## src/sv/s2ch_pkg.sv

```systemverilog
// Package: types and codes shared by the SSLv2 client hello detector.
`timescale 1ns / 1ps
`default_nettype none
package s2ch_pkg;

	localparam int unsigned RecLenW = 15;
	localparam logic [RecLenW-1:0] HdrLen = 15'd9;
	localparam logic [7:0] MsgClientHello = 8'h01;
	localparam logic [7:0] MaxVersion = 8'h03;

	// verdict codes on the result channel
	typedef enum logic [1:0] {
		VERDICT_CHECKING = 2'd0,
		VERDICT_FOUND    = 2'd1,
		VERDICT_NOTFOUND = 2'd2
	} verdict_t;

	// header parse position, one-hot
	typedef enum logic [12:0] {
		PH_LEN_HI   = 13'b0000000000001,
		PH_LEN_LO   = 13'b0000000000010,
		PH_MSG_TYPE = 13'b0000000000100,
		PH_VER_MAJ  = 13'b0000000001000,
		PH_VER_MIN  = 13'b0000000010000,
		PH_CS_HI    = 13'b0000000100000,
		PH_CS_LO    = 13'b0000001000000,
		PH_SID_HI   = 13'b0000010000000,
		PH_SID_LO   = 13'b0000100000000,
		PH_CH_HI    = 13'b0001000000000,
		PH_CH_LO    = 13'b0010000000000,
		PH_FOUND    = 13'b0100000000000,
		PH_NOTFOUND = 13'b1000000000000
	} phase_t;

	typedef struct packed {
		logic [7:0] data_byte;
		logic       flow_start;
	} item_t;

endpackage
`default_nettype wire

```

## src/sv/s2ch_if.sv

```systemverilog
// Interfaces: payload byte channel and verdict channel.
`timescale 1ns / 1ps
`default_nettype none
interface s2ch_byte_if;
	logic       valid;
	logic       ready;
	logic [7:0] data_byte;
	logic       flow_start;

	modport source (output valid, output data_byte, output flow_start, input ready);
	modport sink (input valid, input data_byte, input flow_start, output ready);
endinterface

interface s2ch_verdict_if;
	logic       valid;
	logic       ready;
	logic [1:0] verdict;

	modport source (output valid, output verdict, input ready);
	modport sink (input valid, input verdict, output ready);
endinterface
`default_nettype wire

```

## src/sv/s2ch_in_stage.sv

```systemverilog
// Input register stage for payload words.
`timescale 1ns / 1ps
`default_nettype none
module s2ch_in_stage (
	input  wire logic          clk,
	input  wire logic          arst_n,
	s2ch_byte_if.sink          payload,
	input  wire logic          advance,
	output logic               valid_s1,
	output s2ch_pkg::item_t    item_s1
);

	assign payload.ready = !valid_s1 || advance;

	always_ff @(posedge clk or negedge arst_n) begin
		if (!arst_n) begin
			valid_s1 <= 1'b0;
		end else if (payload.ready) begin
			valid_s1 <= payload.valid;
		end
	end

	always_ff @(posedge clk) begin
		if (payload.valid && payload.ready) begin
			item_s1.data_byte  <= payload.data_byte;
			item_s1.flow_start <= payload.flow_start;
		end
	end

endmodule
`default_nettype wire

```

## src/sv/s2ch_tracker.sv

```systemverilog
// Header parse state and next-state logic; gives the verdict for the staged word.
`timescale 1ns / 1ps
`default_nettype none
module s2ch_tracker (
	input  wire logic              clk,
	input  wire logic              arst_n,
	input  wire logic              advance,
	input  wire s2ch_pkg::item_t   item_s1,
	output s2ch_pkg::verdict_t     verdict
);

	s2ch_pkg::phase_t                  phase_q, cur_phase, nxt_phase;
	logic [s2ch_pkg::RecLenW-1:0]      rem_q, cur_rem, nxt_rem;
	logic [7:0]                        hi_q, cur_hi, nxt_hi;
	logic [s2ch_pkg::RecLenW-1:0]      full_len;
	logic [15:0]                       len16;
	logic                              len_fits;
	logic [7:0]                        b;

	assign b         = item_s1.data_byte;
	assign cur_phase = item_s1.flow_start ? s2ch_pkg::PH_LEN_HI : phase_q;
	assign cur_rem   = item_s1.flow_start ? '0 : rem_q;
	assign cur_hi    = item_s1.flow_start ? '0 : hi_q;

	assign full_len = cur_rem | {{(s2ch_pkg::RecLenW-8){1'b0}}, b};
	assign len16    = {cur_hi, b};
	assign len_fits = {1'b0, cur_rem} >= len16;

	always_comb begin
		nxt_phase = cur_phase;
		nxt_rem   = cur_rem;
		nxt_hi    = cur_hi;
		case (cur_phase)
			s2ch_pkg::PH_LEN_HI: begin
				if (!b[7]) begin
					nxt_phase = s2ch_pkg::PH_NOTFOUND;
				end else begin
					nxt_rem   = {b[6:0], 8'h00};
					nxt_phase = s2ch_pkg::PH_LEN_LO;
				end
			end
			s2ch_pkg::PH_LEN_LO: begin
				if (full_len < s2ch_pkg::HdrLen) begin
					nxt_phase = s2ch_pkg::PH_NOTFOUND;
				end else begin
					nxt_rem   = full_len - s2ch_pkg::HdrLen;
					nxt_phase = s2ch_pkg::PH_MSG_TYPE;
				end
			end
			s2ch_pkg::PH_MSG_TYPE: begin
				nxt_phase = (b == s2ch_pkg::MsgClientHello) ? s2ch_pkg::PH_VER_MAJ
				                                            : s2ch_pkg::PH_NOTFOUND;
			end
			s2ch_pkg::PH_VER_MAJ: begin
				nxt_phase = (b <= s2ch_pkg::MaxVersion) ? s2ch_pkg::PH_VER_MIN
				                                        : s2ch_pkg::PH_NOTFOUND;
			end
			s2ch_pkg::PH_VER_MIN: begin
				nxt_phase = (b <= s2ch_pkg::MaxVersion) ? s2ch_pkg::PH_CS_HI
				                                        : s2ch_pkg::PH_NOTFOUND;
			end
			s2ch_pkg::PH_CS_HI: begin
				nxt_hi    = b;
				nxt_phase = s2ch_pkg::PH_CS_LO;
			end
			s2ch_pkg::PH_SID_HI: begin
				nxt_hi    = b;
				nxt_phase = s2ch_pkg::PH_SID_LO;
			end
			s2ch_pkg::PH_CH_HI: begin
				nxt_hi    = b;
				nxt_phase = s2ch_pkg::PH_CH_LO;
			end
			s2ch_pkg::PH_CS_LO: begin
				if (!len_fits) begin
					nxt_phase = s2ch_pkg::PH_NOTFOUND;
				end else begin
					nxt_rem   = cur_rem - len16[s2ch_pkg::RecLenW-1:0];
					nxt_phase = s2ch_pkg::PH_SID_HI;
				end
			end
			s2ch_pkg::PH_SID_LO: begin
				if (!len_fits) begin
					nxt_phase = s2ch_pkg::PH_NOTFOUND;
				end else begin
					nxt_rem   = cur_rem - len16[s2ch_pkg::RecLenW-1:0];
					nxt_phase = s2ch_pkg::PH_CH_HI;
				end
			end
			s2ch_pkg::PH_CH_LO: begin
				// challenge length is only checked, not consumed
				nxt_phase = len_fits ? s2ch_pkg::PH_FOUND : s2ch_pkg::PH_NOTFOUND;
			end
			s2ch_pkg::PH_FOUND: begin
				nxt_phase = s2ch_pkg::PH_FOUND;
			end
			default: begin
				nxt_phase = s2ch_pkg::PH_NOTFOUND;
			end
		endcase
	end

	always_comb begin
		case (nxt_phase)
			s2ch_pkg::PH_FOUND:    verdict = s2ch_pkg::VERDICT_FOUND;
			s2ch_pkg::PH_NOTFOUND: verdict = s2ch_pkg::VERDICT_NOTFOUND;
			default:               verdict = s2ch_pkg::VERDICT_CHECKING;
		endcase
	end

	always_ff @(posedge clk or negedge arst_n) begin
		if (!arst_n) begin
			phase_q <= s2ch_pkg::PH_LEN_HI;
			rem_q   <= '0;
			hi_q    <= '0;
		end else if (advance) begin
			phase_q <= nxt_phase;
			rem_q   <= nxt_rem;
			hi_q    <= nxt_hi;
		end
	end

endmodule
`default_nettype wire

```

## src/sv/sslv2_client_hello_detector_core.sv

```systemverilog
// A word is registered in the input stage, then its verdict in the output register.
// One word per cycle unless the result channel stalls; parse state updates once per word.
// The output register holds a waiting verdict; the input stage can still take one word.
// Reset: arst_n clears the parse state to the first length byte and empties both stages.
// Top level: SSLv2 client hello header detector.
`timescale 1ns / 1ps
`default_nettype none
module sslv2_client_hello_detector_core (
	input  wire logic        clk,
	input  wire logic        arst_n,
	s2ch_byte_if.sink        payload,
	s2ch_verdict_if.source   result
);

	logic                  valid_s1;
	s2ch_pkg::item_t       item_s1;
	logic                  advance;
	s2ch_pkg::verdict_t    verdict;
	logic                  out_valid_q;
	logic [1:0]            verdict_q;

	assign advance = valid_s1 && (!out_valid_q || result.ready);

	s2ch_in_stage u_in_stage (
		.clk      (clk),
		.arst_n   (arst_n),
		.payload  (payload),
		.advance  (advance),
		.valid_s1 (valid_s1),
		.item_s1  (item_s1)
	);

	s2ch_tracker u_tracker (
		.clk     (clk),
		.arst_n  (arst_n),
		.advance (advance),
		.item_s1 (item_s1),
		.verdict (verdict)
	);

	always_ff @(posedge clk or negedge arst_n) begin
		if (!arst_n) begin
			out_valid_q <= 1'b0;
		end else if (!out_valid_q || result.ready) begin
			out_valid_q <= valid_s1;
		end
	end

	always_ff @(posedge clk) begin
		if (advance) begin
			verdict_q <= verdict;
		end
	end

	assign result.valid   = out_valid_q;
	assign result.verdict = verdict_q;

endmodule
`default_nettype wire

```

## src/flat_wrapper.sv

```systemverilog
// flat-port wrapper written by rule: the top's interface ports become plain ports
module sslv2_client_hello_detector_core_flat 
  (clk, arst_n, payload_valid, payload_data_byte, payload_flow_start, payload_ready, result_valid, result_verdict, result_ready);
  s2ch_byte_if payload_i ();
  s2ch_verdict_if result_i ();
  input  wire logic clk;
  input  wire logic arst_n;
  input wire logic [$bits(payload_i.valid)-1:0] payload_valid;
  input wire logic [$bits(payload_i.data_byte)-1:0] payload_data_byte;
  input wire logic [$bits(payload_i.flow_start)-1:0] payload_flow_start;
  output wire logic [$bits(payload_i.ready)-1:0] payload_ready;
  output wire logic [$bits(result_i.valid)-1:0] result_valid;
  output wire logic [$bits(result_i.verdict)-1:0] result_verdict;
  input wire logic [$bits(result_i.ready)-1:0] result_ready;
  assign payload_i.valid = payload_valid;
  assign payload_i.data_byte = payload_data_byte;
  assign payload_i.flow_start = payload_flow_start;
  assign payload_ready = payload_i.ready;
  assign result_valid = result_i.valid;
  assign result_verdict = result_i.verdict;
  assign result_i.ready = result_ready;
  sslv2_client_hello_detector_core u_core (.clk(clk), .arst_n(arst_n), .payload(payload_i), .result(result_i));
endmodule
```

## config.mk

```make
export PLATFORM = sky130hd
export DESIGN_NAME = sslv2_client_hello_detector_core_flat
export DESIGN_NICKNAME = d
export VERILOG_FILES = /design/src/sv/s2ch_pkg.sv /design/src/sv/s2ch_if.sv /design/src/sv/s2ch_in_stage.sv /design/src/sv/s2ch_tracker.sv /design/src/sv/sslv2_client_hello_detector_core.sv /design/src/flat_wrapper.sv
export SDC_FILE = /design/constraint.sdc
export NUM_CORES = 1
export LEC_CHECK = 0
export ABC_CLOCK_PERIOD_IN_PS = 4000
export BUFFER_PORTS_ARGS = -buffer_cell sky130_fd_sc_hd__buf_2
export CORE_MARGIN = 3
export CORE_UTILIZATION = 45
export CTS_BUF_LIST = sky130_fd_sc_hd__clkbuf_16
export CTS_CLUSTER_DIAMETER = 30
export CTS_CLUSTER_SIZE = 20
export DETAILED_ROUTE_END_ITERATION = 10
export PLACE_DENSITY = 0.67
export SETUP_SLACK_MARGIN = 0.15
export SLEW_MARGIN = 5
export SYNTH_ARGS = -nofsm -noshare
export SYNTH_HDL_FRONTEND = slang
export SYNTH_HIERARCHICAL = 1
export SYNTH_SLANG_ARGS = --single-unit
```

## constraint.sdc

```tcl
create_clock -name clk -period 4 [get_ports clk]
set_input_delay 0.2 -clock clk [delete_from_list [all_inputs] [get_ports clk]]
set_output_delay 0.2 -clock clk [all_outputs]
set_load 0.05 [all_outputs]
```

==> Yosys cells after proc, flatten, opt, wreduce, memory -nomap -nowiden <==
Cells that the tools add are included.
{ "classes": {"n_lt_le_gt_ge": 3, "add_sub_neg": 2, "mux": 18, "reduce_logical": 8, "eq_ne": 15, "bitwise": 1} }
{ "ops": {"columns": ["cell", "count"], "rows": [
  ["13-bit one-hot mux with 12 select lines", 1],
  ["13-bit two-way mux", 9],
  ["15-bit two-way mux", 4],
  ["15-bit one-hot mux with 3 select lines", 1],
  ["13-bit by 12-bit equality test with 1-bit output, second input constant", 2],
  ["15-bit by 16-bit >= comparator with 1-bit output", 1],
  ["8-bit two-way mux", 2],
  ["15-bit by 4-bit < comparator with 1-bit output, second input constant", 1],
  ["15-bit by 8-bit bitwise OR with 15-bit output", 1],
  ["15-bit subtractor", 1],
  ["15-bit by 4-bit subtractor with 15-bit output, second input constant", 1],
  ["13-bit by 1-bit equality test with 1-bit output, second input constant", 1],
  ["13-bit by 10-bit equality test with 1-bit output, second input constant", 1],
  ["13-bit by 11-bit equality test with 1-bit output, second input constant", 1],
  ["13-bit equality test, second input constant", 1],
  ["13-bit by 2-bit equality test with 1-bit output, second input constant", 1],
  ["13-bit by 3-bit equality test with 1-bit output, second input constant", 1],
  ["13-bit by 4-bit equality test with 1-bit output, second input constant", 1],
  ["13-bit by 5-bit equality test with 1-bit output, second input constant", 1],
  ["13-bit by 6-bit equality test with 1-bit output, second input constant", 1],
  ["13-bit by 7-bit equality test with 1-bit output, second input constant", 1],
  ["13-bit by 8-bit equality test with 1-bit output, second input constant", 1],
  ["13-bit by 9-bit equality test with 1-bit output, second input constant", 1],
  ["8-bit by 1-bit equality test with 1-bit output, second input constant", 1],
  ["other kinds (7)", 10]
]} }
{ "totals": {"elab_cells": 55, "register_bits": 49, "output_inout_bits": 4, "inputBits": 13} }

==> Longest topological paths before layout <==
Gate-level depths: netlist of the first run.
{ "depth": {"ltp_word": 7, "ltp_mapped": 16, "depth_no_buf": 12} }

==> Modules after synthesis <==
Netlist of the first run, hierarchy kept.
{ "by_module_without_submodules": {"columns": ["module", "seq_area_each_um2", "cells_each", "instances", "area_each_um2"], "rows": [
  ["s2ch_tracker", 902.1, 410, 1, 3353.2],
  ["s2ch_in_stage", 295.3, 13, 1, 324.1],
  ["sslv2_client_hello_detector_core", 85.1, 6, 1, 103.8]
]} }

==> Least setup slack after synthesis of the first run <==
No wires, ideal clock.
{ "synth_path": {"path_type": "register to register", "start": "reg, netlist name u_core/u_in_stage/item_s1[0]", "end": "reg u_core/u_tracker/rem_q[8] in the netlist's numbering", "t_required_ns": 3.874, "t_arrival_ns": 3.452, "path_stages_with_launch": 15, "slack_ns": 0.422, "setup_time_ns": 0.126, "n_path_buf": 4, "period_less_slack_ns": 3.578, "cell_sequence": "edfxtp_1 > clkbuf_1 > clkbuf_1 > clkbuf_1 > clkbuf_1 > nand2b_1 > ha_1 > or4b_2 > nand3_1 > a21oi_1 > o211ai_1 > xor2_1 > a31oi_1 > nand3_1 > a221o_1"} }
{ "synth_between": {"elab_chain_cells": 5, "elab_cells_between_ends": 17, "classes_between": "add/sub (2); order compare (2); eq/ne (4); mux (7); bitwise (1); reduce/logical (1)"} }
{ "synth_rtl": {"columns": ["item", "line_no", "rtl"], "rows": [
  ["15-bit two-way mux", "s2ch_tracker.sv:22", "assign cur_rem = item_s1.flow_start ? '0 : rem_q;"],
  ["15-bit by 8-bit bitwise OR with 15-bit output", "s2ch_tracker.sv:25", "assign full_len = cur_rem | {{(s2ch_pkg::RecLenW-8){1'b0}}, b};"],
  ["15-bit by 4-bit subtractor with 15-bit output or 15-bit by 4-bit < comparator with 1-bit output (tied branches)", "s2ch_tracker.sv:46, s2ch_tracker.sv:43", null],
  ["15-bit two-way mux", "s2ch_tracker.sv:43", "if (full_len < s2ch_pkg::HdrLen) begin"],
  ["15-bit one-hot mux with 3 select lines *", "s2ch_tracker.sv:33", "case (cur_phase)"],
  ["to (signal assigned)", "s2ch_tracker.sv:118", "rem_q <= nxt_rem;"],
  ["to (decl)", "s2ch_tracker.sv:13", "logic [s2ch_pkg::RecLenW-1:0] rem_q, cur_rem, nxt_rem;"]
]} }
Mark *: on every way between the ends. The rest lies on a longest branch, timed or not.
A chain may end at the register's enable or synchronous reset.

==> Final worst setup path of the first run <==
{ "layout_path": {"start": "reg, netlist name u_core/u_in_stage/item_s1[0]", "end": "reg u_core.u_tracker.phase_q[12]"} }
{ "layout_between": {"elab_chain_cells": 5, "elab_cells_between_ends": 23, "classes_between": "order compare (2); eq/ne (12); mux (8); bitwise (1)"} }
{ "layout_rtl": {"columns": ["item", "line_no", "rtl"], "rows": [
  ["15-bit two-way mux", "s2ch_tracker.sv:22", null],
  ["15-bit by 8-bit bitwise OR with 15-bit output", "s2ch_tracker.sv:25", null],
  ["15-bit by 4-bit < comparator with 1-bit output", "s2ch_tracker.sv:43", null],
  ["13-bit two-way mux", "s2ch_tracker.sv:43", null],
  ["13-bit one-hot mux with 12 select lines *", "s2ch_tracker.sv:33", null],
  ["to (signal assigned)", "s2ch_tracker.sv:113", "phase_q <= s2ch_pkg::PH_LEN_HI;"],
  ["to (signal assigned)", "s2ch_tracker.sv:117", "phase_q <= nxt_phase;"],
  ["to (decl)", "s2ch_tracker.sv:12", "s2ch_pkg::phase_t phase_q, cur_phase, nxt_phase;"]
]} }
Marks and branches as above.

==> results of run 1 <==
[final timing paths]
kind	start	to
max	u_core/u_in_stage/item_s1[0]	u_core/u_tracker/phase_q[12]
min	arst_n	u_core/u_tracker/rem_q[13]
max reg2reg	u_core/u_in_stage/item_s1[0]	u_core/u_tracker/phase_q[12]
min reg2reg	u_core/result.valid	u_core/result.valid
max in group asynchronous	arst_n	u_core/u_tracker/phase_q[2]
min in group clk	payload_data_byte[0]	u_core/u_in_stage/item_s1[1]
[power by group through the flow]
stage	combinational (µW)	sequential [µW]	clock [µW]
2_1_floorplan	371	600	0
3_3_place_gp	493	609	0
3_5_place_dp	498	609	0
4_1_cts	501	599	510
5_1_grt	560	606	533
6_report	512	601	501
[registers in the layout (all words and copies together), names as in the netlist]
register	flops
u_core/u_tracker/rem_q	15
u_core/u_tracker/phase_q	13
u_core/u_in_stage/item_s1	9
u_core/u_tracker/hi_q	8
u_core/result.verdict	2
u_core/result.valid	1
u_core/u_in_stage/valid_s1	1
[logic make-up (layout without fill, tap and decap cells)]
logic type	Yosys count	count (layout)	synth area share, %
adders and majority gates	23	23	7.61
DFF	49	49	33.9
muxes	6	6	1.72
and+or+nand+nor	167	167	24.8
buffers and inverters	43	57	4.27
xor gates and xnor gates	22	22	5.10
AOI/OAI and AO/OA	119	119	22.6
[Yosys cell counts, types with 15 or more instances]
master	number	area share (%)
xnor2_1	15	3.5
nand2_1	22	2.2
a22o_1	18	4.2
nand3_1	16	2.1
nand2b_1	26	4.3
clkbuf_1	16	1.6
inv_1	26	2.6
dfrtp_1	37	24
o21ai_0	15	2.0
nor2_1	37	3.7
a21oi_1	19	2.5
ha_1	23	7.6
[cell type report]
type,instances,area share (%)
Clock buffer,5,3.01
Inverter,26,2.35
Timing Repair Buffer,23,3.20
Multi-Input combinational cell,337,56.3
Tap cell,102,3.08
Sequential cell,49,30.9
Clock inverter,3,1.15
[worst max-delay path, delay by kind of cell (launching register included)]
kind,cells,cell delay [ns]
and+or+nand+nor,6,1.55
DFF,1,0.64
muxes,2,0.39
adders and majority gates,1,0.34
buffers and inverters,1,0.30
AOI/OAI and AO/OA,1,0.19
[metrics by stage]
step | std cells | hold WS (ns) | setup WS, ns
final | 545 | 0.0428 | 0.487
after global routing | 545 | 0.0707 | 0.288
after CTS | 545 | 0.0763 | 0.550
after detailed placement | 537 | 0.379 | 0.559
after global placement | 537 | 0.378 | 0.642
after floorplan | 429 | -0.0956 | 0.422
[metal layers]
layer  vias up  part of all wire, %  global-route usage, %
li1       1616                    -                      -
met1      1708                   46                   34.2
met2       147                   45                   33.5
met3        23                  7.4                   3.37
met4         0                  1.9                   5.75
met5         -                    0                      0
==> flow_summary_export.csv, run 1 <==
group,metric,value,unit
run_status,status,"complete, no violations",
synthesis,yosysWarnings,6,
clock_network,path_clk_slew,0.07,ns
synthesis,synth_cell_types,68,
synthesis,synthFlopType,"dfrtp_1",
global_route,grt_max_degree,39,
clock_network,cts_buffer_depth,2,
floorplan,die_x,97.7,µm
worst_setup_path,arrival,3.69,ns
timing,fmax,0.285,GHz
floorplan,dieArea,9540,µm²
clock_network,clk_latency,0.29,ns
cells_and_area,drive_gt1_share,11.1,%
floorplan,initial_core_util,47.7,%
synthesis,synthArstFlopShare,77.6,%
flow_run,max_cap_violations,0,
pwr,p_per_area,389,nW/µm²
synthesis,synthCells,429,
pwr,switching_share,34.7,%
pwr,leakagePower,0.00178,µW
cells_and_area,final_cell_mix,"dfrtp_1 (37), nor2_1 (37), nand2b_1 (26), inv_1 (26), ha_1 (23)",
worst_setup_path,cp.required,4.18,ns
floorplan,die_h,97.7,µm
route,vias,3494,
global_route,grt_antenna_before_repair,0,
synthesis,avgSynthCellArea,8.81,µm²
clock_network,numCtsBuffers,5,
hold_path,hold_path_class,"in2async",
clock_network,tritoncts,"built",
pwr,power,1610,µW
clock_network,cts.sinks,49,
route,first_pass_iters,5,
timing,finalCriticalPeriod,3.51,ns
route,drc,0,
cells_and_area,postLayoutCoreUtil,52.4,%
cells_and_area,area_delta_synth_final,9.76,%
placement,dp_hpwl,8020,µm
global_route,grtUsageTotal,22.6,%
floorplan,fp.coreArea,7930,µm²
pwr,clkPwrFrac,31.0,%
pwr,ir_drop,196,µV
floorplan,std_cell_rows,32,
placement,place_area,3980,µm²
worst_setup_path,worst_path_largest_cell_delay,0.64,ns
synthesis,syn_nets,465,
worst_setup_path,reg2reg_depth,11,
synthesis,synth_enable_flop_cells,11,
worst_setup_path,cp-end-kind,"flip-flop",
cells_and_area,multi_input_area,2340,µm²
placement,io_buffers,16,
clock_network,cts_root_buf,"clkbuf_16",
worst_setup_path,r2r_slack,0.49,ns
route,viasPerCell,6.41,
global_route,grt_overflow,0,
synthesis,ys_seq_area_share,33.9,%
timing,rsz0062_at_grt,"false",
timing,max-slew-margin-rel,38.7,%
route,antenna_left,0,
worst_setup_path,slowest_stage,"edfxtp_1",
synthesis,ys_seq_elements,49,
clock_network,cts_hold_buffers,0,
route,dr.first_iter.drc_count,394,
timing,hold_viol,0,
synthesis,netlist_area,3780,µm²
cells_and_area,finalNetCount,478,
pwr,p_seq_share,37.3,%
pwr,power.internal,1050,µW
clock_network,ctsHtreeMaxLevel,2,
cells_and_area,final-seq-area,1280,µm²
timing,setup_viol,0,
worst_setup_path,cp_max_fo,19,
worst_setup_path,worstSetupPathType,"reg2reg",
timing,final-max-slew-violation-count,0,
cells_and_area,n_antenna_cell,0,
timing,period_share,87.8,%
worst_setup_path,startpoint_type,"flip-flop",
placement,gp_congestion,0.979,
timing,max_slew.worst_pin.slew,0.919,ns
clock_network,cts_resized,0,
worst_setup_path,worstPathCellList,"buf_4, nand2b_1, ha_1, nor2_1, nand3b_1, nor4_1, a22oi_1, nand2_1, mux2i_1, or3_4, mux2_2",
pwr,p_switching,560,µW
global_route,grt_pass1_vias,3325,
global_route,grt_pass1_wl,17500,µm
cells_and_area,filler_cell_count,748,
pwr,comb_power_share,31.7,%
floorplan,boundaryPins,17,
timing,skew,0.00803,ns
timing,setup_tns,0,ns
route,wire_per_inst,19.6,µm
cells_and_area,postLayoutCellArea,4150,µm²
route,routed_wl,10700,µm
clock_network,cts_setup_buffers,0,
(Power assumes the default switching activity.)
==> run 2: changes to the inputs <==
Settings changed: ABC_CLOCK_PERIOD_IN_PS 4000 to not set, CTS_BUF_LIST sky130_fd_sc_hd__clkbuf_16 to sky130_fd_sc_hd__clkbuf_4 sky130_fd_sc_hd__clkbuf_8, HOLD_SLACK_MARGIN set to 0.05.
==> run 2 against run 1 <==
Against the previous run: clock power fell by 23%; first-iteration DRC count rose by 12%; register-to-register slack got worse by 0.02 ns; hold slack got worse by 0.041 ns; global-route usage rose by 0.24 points; flip-flop and latch count did not move; final area fell by 0.87%; worst setup slack got worse by 0.023 ns; maximum frequency fell by 0.64%; via count rose by 0.14%.
==> flow_summary_export.csv, run 2 (synthesis results as in run 1) <==
group,metric,value,unit
run_status,status,"complete, no violations",
cells_and_area,largest_register,"u_core/u_tracker/rem_q",
global_route,grt_pass1_vias,3328,
pwr,ir_drop,241,µV
worst_setup_path,worstSetupPathType,"reg2reg",
timing,skew,0.0168,ns
placement,dp_hpwl,8020,µm
timing,finalCriticalPeriod,3.54,ns
cells_and_area,largest_reg_flops,15,
floorplan,initial_core_util,47.7,%
floorplan,die_h,97.7,µm
placement,gp_congestion,0.979,
cells_and_area,top_regs,"u_core/u_tracker/rem_q: 15 flops, u_core/u_tracker/phase_q: 13 flops, u_core/u_in_stage/item_s1: 9 flops",
global_route,grt_antenna_before_repair,0,
floorplan,die_x,97.7,µm
route,routed_wl,10800,µm
timing,max_slew.worst_pin.slew,0.918,ns
timing,rsz0062_at_grt,"false",
clock_network,clk_latency,0.32,ns
worst_setup_path,slowest_stage,"edfxtp_1",
global_route,grt_overflow,0,
worst_setup_path,startpoint_type,"flip-flop",
clock_network,cts_root_buf,"clkbuf_8",
hold_path,hold_path_class,"in2async",
route,drc,0,
worst_setup_path,worstPathCellList,"buf_4, nand2b_1, ha_1, nor2_1, nand3b_1, nor4_1, a22oi_1, nand2_1, mux2i_1, or3_4, mux2_2",
floorplan,std_cell_rows,32,
cells_and_area,final_cell_mix,"dfrtp_1 (37), nor2_1 (37), nand2b_1 (26), inv_1 (26), ha_1 (23)",
cells_and_area,postLayoutCellArea,4110,µm²
timing,period_share,88.4,%
clock_network,cts.sinks,49,
cells_and_area,finalNetCount,480,
cells_and_area,filler_cell_count,753,
route,wire_per_inst,19.7,µm
floorplan,fp.coreArea,7930,µm²
placement,place_area,3980,µm²
timing,fmax,0.283,GHz
global_route,grt_pass1_wl,17600,µm
route,vias,3499,
clock_network,cts_setup_buffers,0,
global_route,grtUsageTotal,22.8,%
worst_setup_path,arrival,3.75,ns
clock_network,cts_resized,0,
pwr,leakagePower,0.00177,µW
clock_network,cts_buffer_depth,2,
worst_setup_path,cp.required,4.21,ns
timing,final-max-slew-violation-count,0,
timing,setup_tns,0,ns
placement,io_buffers,16,
timing,max-slew-margin-rel,38.8,%
worst_setup_path,cp_max_fo,19,
route,antenna_left,0,
worst_setup_path,crit_family,"simple AND/OR/NAND/NOR gates",
global_route,grt_max_degree,39,
flow_run,max_cap_violations,0,
clock_network,ctsHtreeMaxLevel,2,
route,first_pass_iters,5,
floorplan,boundaryPins,17,
timing,hold_viol,0,
clock_network,numCtsBuffers,5,
clock_network,path_clk_slew,0.11,ns
route,viasPerCell,6.40,
worst_setup_path,worst_path_largest_cell_delay,0.64,ns
floorplan,dieArea,9540,µm²
cells_and_area,n_antenna_cell,0,
worst_setup_path,cp_num_buf_inv,1,
timing,setup_viol,0,
worst_setup_path,cp-end-kind,"flip-flop",
pwr,p_per_area,365,nW/µm²
route,dr.first_iter.drc_count,440,
cells_and_area,drive_gt1_share,11.0,%
clock_network,tritoncts,"built",
cells_and_area,area_delta_synth_final,8.80,%
clock_network,cts_hold_buffers,1,
## run 2: metrics by stage
stage | hold WS, ns | utilization (%) | power, µW | setup WS [ns] | instances
after global routing | 0.0512 | 51.9 | 1580 | 0.254 | 547
final | 0.00225 | 51.9 | 1500 | 0.464 | 547
after floorplan | -0.0956 | - | 972 | 0.422 | 429
after detailed placement | 0.379 | 50.2 | 1110 | 0.559 | 537
after global placement | 0.378 | 50.2 | 1100 | 0.642 | 537
after CTS | 0.0519 | 51.8 | 1490 | 0.525 | 546
## run 2: routing by layer
metal  up-vias  track usage [%]  share of wire, %
met3        24             3.66               7.2
met4         0             6.18               1.7
met5         -                0                 0
li1       1621                -                 -
met1      1685             34.2                47
met2       169             33.9                44
## run 2: where the power goes
| part | total (µW) | leakage, µW | switching [µW] | internal [µW] |
|---|---|---|---|---|
| clock | 387 | 0.0000591 | 196 | 191 |
| sequential | 601 | 0.000604 | 47.4 | 553 |
| combinational | 512 | 0.00110 | 310 | 202 |
## run 2: worst paths after layout
| check | start | end | slack [ns] | depth (start not counted) |
|---|---|---|---|---|
| worst max register to register | u_core/u_in_stage/item_s1[0] | u_core/u_tracker/phase_q[12] | 0.46 | 11 |
| worst max-delay path | u_core/u_in_stage/item_s1[0] | u_core/u_tracker/phase_q[12] | 0.46 | 11 |
| min in group clk | payload_data_byte[3] | u_core/u_in_stage/item_s1[4] | 0.06 | 1 |
| worst min-delay path | arst_n | u_core/u_tracker/rem_q[13] | 0.002 | 1 |
| worst min register to register | u_core/result.valid | u_core/result.valid | 0.51 | 2 |
| max in group asynchronous | arst_n | u_core/u_tracker/hi_q[0] | 3.41 | 1 |
## run 2: worst reg2reg max path: cells and delay by family, from the launching register on
family / cells / cell delay [ns]
AND/OR/NAND/NOR: 6 / 1.56
flip-flops: 1 / 0.64
multiplexers: 2 / 0.39
adder cells (fa/ha/maj): 1 / 0.34
buffers and inverters: 1 / 0.31
AO/OA/AOI/OAI: 1 / 0.19
## run 2: cell type report
cell class / instances / area [µm²] / area share, %
flip-flops and latches: 49 / 1280 / 31.2
inverters: 26 / 97.6 / 2.37
well taps: 102 / 128 / 3.10
clock buffers: 5 / 68.8 / 1.67
multi-input cells: 337 / 2340 / 56.8
clock inverters: 3 / 47.5 / 1.16
repair buffers: 25 / 153 / 3.71
==> run 3: changes to the inputs <==
Settings changed: CORE_ASPECT_RATIO set to 0.5.
==> run 3 against run 2 <==
Against the previous run: clock-buffer cell count is the same; non-clock buffer count grew 2; first-iteration DRC count shrank 26%; maximum frequency grew 3.3%; critical endpoint is now u_core/u_tracker/rem_q[8]; highest routed layer unchanged.
==> flow_summary_export.csv, run 3 (synthesis results as in run 1) <==
group,metric,value,unit
clock_network,cts_resized,0,
worst_setup_path,critical_path.most_common_cell,"o21ai_0",
worst_setup_path,worst_path_largest_cell_delay,0.66,ns
worst_setup_path,crit_end,"u_core/u_tracker/rem_q[8]",
worst_setup_path,r2r_start,"u_core/u_in_stage/item_s1[0]",
route,viasPerCell,6.21,
global_route,grt_max_degree,39,
route,drc,0,
floorplan,std_cell_rows,22,
route,vias,3449,
timing,max-slew-margin-rel,40.9,%
placement,dp_cells,540,
worst_setup_path,cp_max_fo,15,
floorplan,die_x,136,µm
clock_network,cts_buffer_depth,2,
timing,max_slew.worst_pin.slew,0.886,ns
clock_network,path_clk_slew,0.11,ns
clock_network,numCtsBuffers,5,
timing,final-max-slew-violation-count,0,
run_status,status,"complete, no violations",
cells_and_area,filler_cell_count,746,
cells_and_area,largest_register,"u_core/u_tracker/rem_q",
cells_and_area,postLayoutCoreUtil,53.6,%
timing,setup_tns,0,ns
floorplan,die_h,70.8,µm
worst_setup_path,worstPathCellList,"buf_4, nand2b_1, inv_1, ha_1, a211oi_1, o21ai_0, o21ai_0, nand2_1, a31oi_1, nand3_1, a221o_1",
route,routed_wl,10600,µm
worst_setup_path,cp-end-kind,"flip-flop",
global_route,grt_overflow,0,
cells_and_area,postLayoutCellArea,4140,µm²
placement,pre_cts_slack,0.431,ns
floorplan,boundaryPins,17,
worst_setup_path,r2r_slack,0.58,ns
pwr,ir_drop,154,µV
hold_path,hold_path_class,"in2reg",
route,first_pass_iters,5,
timing,rsz0062_at_grt,"false",
timing,final.setup.worst_slack,0.576,ns
timing,skew,0.0215,ns
timing,finalCriticalPeriod,3.42,ns
route,dr.first_iter.drc_count,325,
worst_setup_path,r2r_end,"u_core/u_tracker/rem_q[8]",
cells_and_area,drive_gt1_share,10.5,%
global_route,grtUsageTotal,22.7,%
worst_setup_path,arrival,3.65,ns
global_route,grt_pass1_wl,17300,µm
clock_network,cts.sinks,49,
global_route,grt_antenna_before_repair,0,
worst_setup_path,slowest_stage,"edfxtp_1",
route,antenna_left,0,
worst_setup_path,worstSetupPathType,"reg2reg",
placement,place_area,3960,µm²
timing,setup_viol,0,
placement,io_buffers,16,
clock_network,tritoncts,"built",
cells_and_area,finalNetCount,482,
worst_setup_path,startpoint,"u_core/u_in_stage/item_s1[0]",
placement,gp_congestion,0.958,
floorplan,fp.coreArea,7730,µm²
cells_and_area,final_cell_mix,"dfrtp_1 (37), nor2_1 (37), nand2b_1 (26), inv_1 (26), ha_1 (23)",
floorplan,dieArea,9600,µm²
worst_setup_path,cp.required,4.23,ns
flow_run,max_cap_violations,0,
pwr,leakagePower,0.00177,µW
clock_network,clk_latency,0.33,ns
cells_and_area,area_delta_synth_final,9.60,%
cells_and_area,largest_reg_flops,15,
cells_and_area,top_regs,"u_core/u_tracker/rem_q: 15 flops, u_core/u_tracker/phase_q: 13 flops, u_core/u_in_stage/item_s1: 9 flops",
timing,fmax,0.292,GHz
clock_network,ctsHtreeMaxLevel,2,
placement,dp_hpwl,7760,µm
hold_path,holdPathStages,1,
timing,hold_viol,0,
timing,period_share,85.6,%
worst_setup_path,reg2reg_depth,11,
global_route,grt_pass1_vias,3288,
route,wire_per_inst,19.1,µm
pwr,p_per_area,360,nW/µm²
clock_network,cts_root_buf,"clkbuf_8",
worst_setup_path,startpoint_type,"flip-flop",
cells_and_area,final_cells,555,
floorplan,initial_core_util,48.9,%
cells_and_area,n_antenna_cell,0,
[run 3: cell types whose count changed in the layout (fill, tap and decap cells not counted)]
cell / previous run / this run
inv_6: 2 / 0
dlygate4sd3_1: 2 / 6
inv_4: 0 / 1
clkinv_4: 0 / 1
buf_4: 7 / 5
[run 3: power breakdown]
part           total (µW)  switching [µW]  internal, µW
logic                 509             308           201
registers             604            51.0           553
clock network         377             189           188
total                1490             548           943
[run 3: cell type report]
class	count	area (µm²)	share of cell area (%)
clock inverters	3	45.0	1.09
multi-input cells	337	2340	56.4
well taps	108	135	3.26
repair buffers	27	178	4.29
inverters	26	97.6	2.36
clock buffers	5	68.8	1.66
flip-flops and latches	49	1280	30.9
[run 3: timing repair]
| action | CTS | global route |
|---|---|---|
| setup endpoints to repair | 0 | 9 |
| endpoints found under the hold margin | 40 | 2 |
| hold buffers | 4 | 2 |
| setup buffers | 0 | 1 |
[run 3: critical path, delay by kind of cell (launching register included)]
family	cells	cell delay [ns]
compound gates	5	1.35
fa+ha+maj	1	0.36
buf+inv	2	0.34
flops	1	0.66
simple gates	3	0.59
[run 3: how the worst min path moves through the flow]
stage / from / end / slack (ns)
2_1_floorplan: arst_n / u_core/result.valid / -0.1
3_3_place_gp: arst_n / u_core/u_tracker/phase_q[11] / 0.38
3_5_place_dp: arst_n / u_core/result.valid / 0.38
4_1_cts: payload_data_byte[4] / u_core/u_in_stage/item_s1[5] / 0.05
5_1_grt: payload_data_byte[6] / u_core/u_in_stage/item_s1[7] / 0.05
6_report: payload_flow_start / u_core/u_in_stage/item_s1[0] / 0.06
[run 3: metrics by stage]
step	hold WS [ns]	power, µW
after floorplan	-0.0956	972
after global placement	0.376	1100
after detailed placement	0.379	1100
after CTS	0.0500	1480
after global routing	0.0507	1570
final	0.0606	1490
[run 3: metal layers]
metal	track usage, %	up-vias	share of wire (%)
met3	4.05	13	6.8
met1	33.9	1690	49
met4	4.69	0	1.0
met2	34.7	110	43
met5	0	-	0
li1	-	1636	-
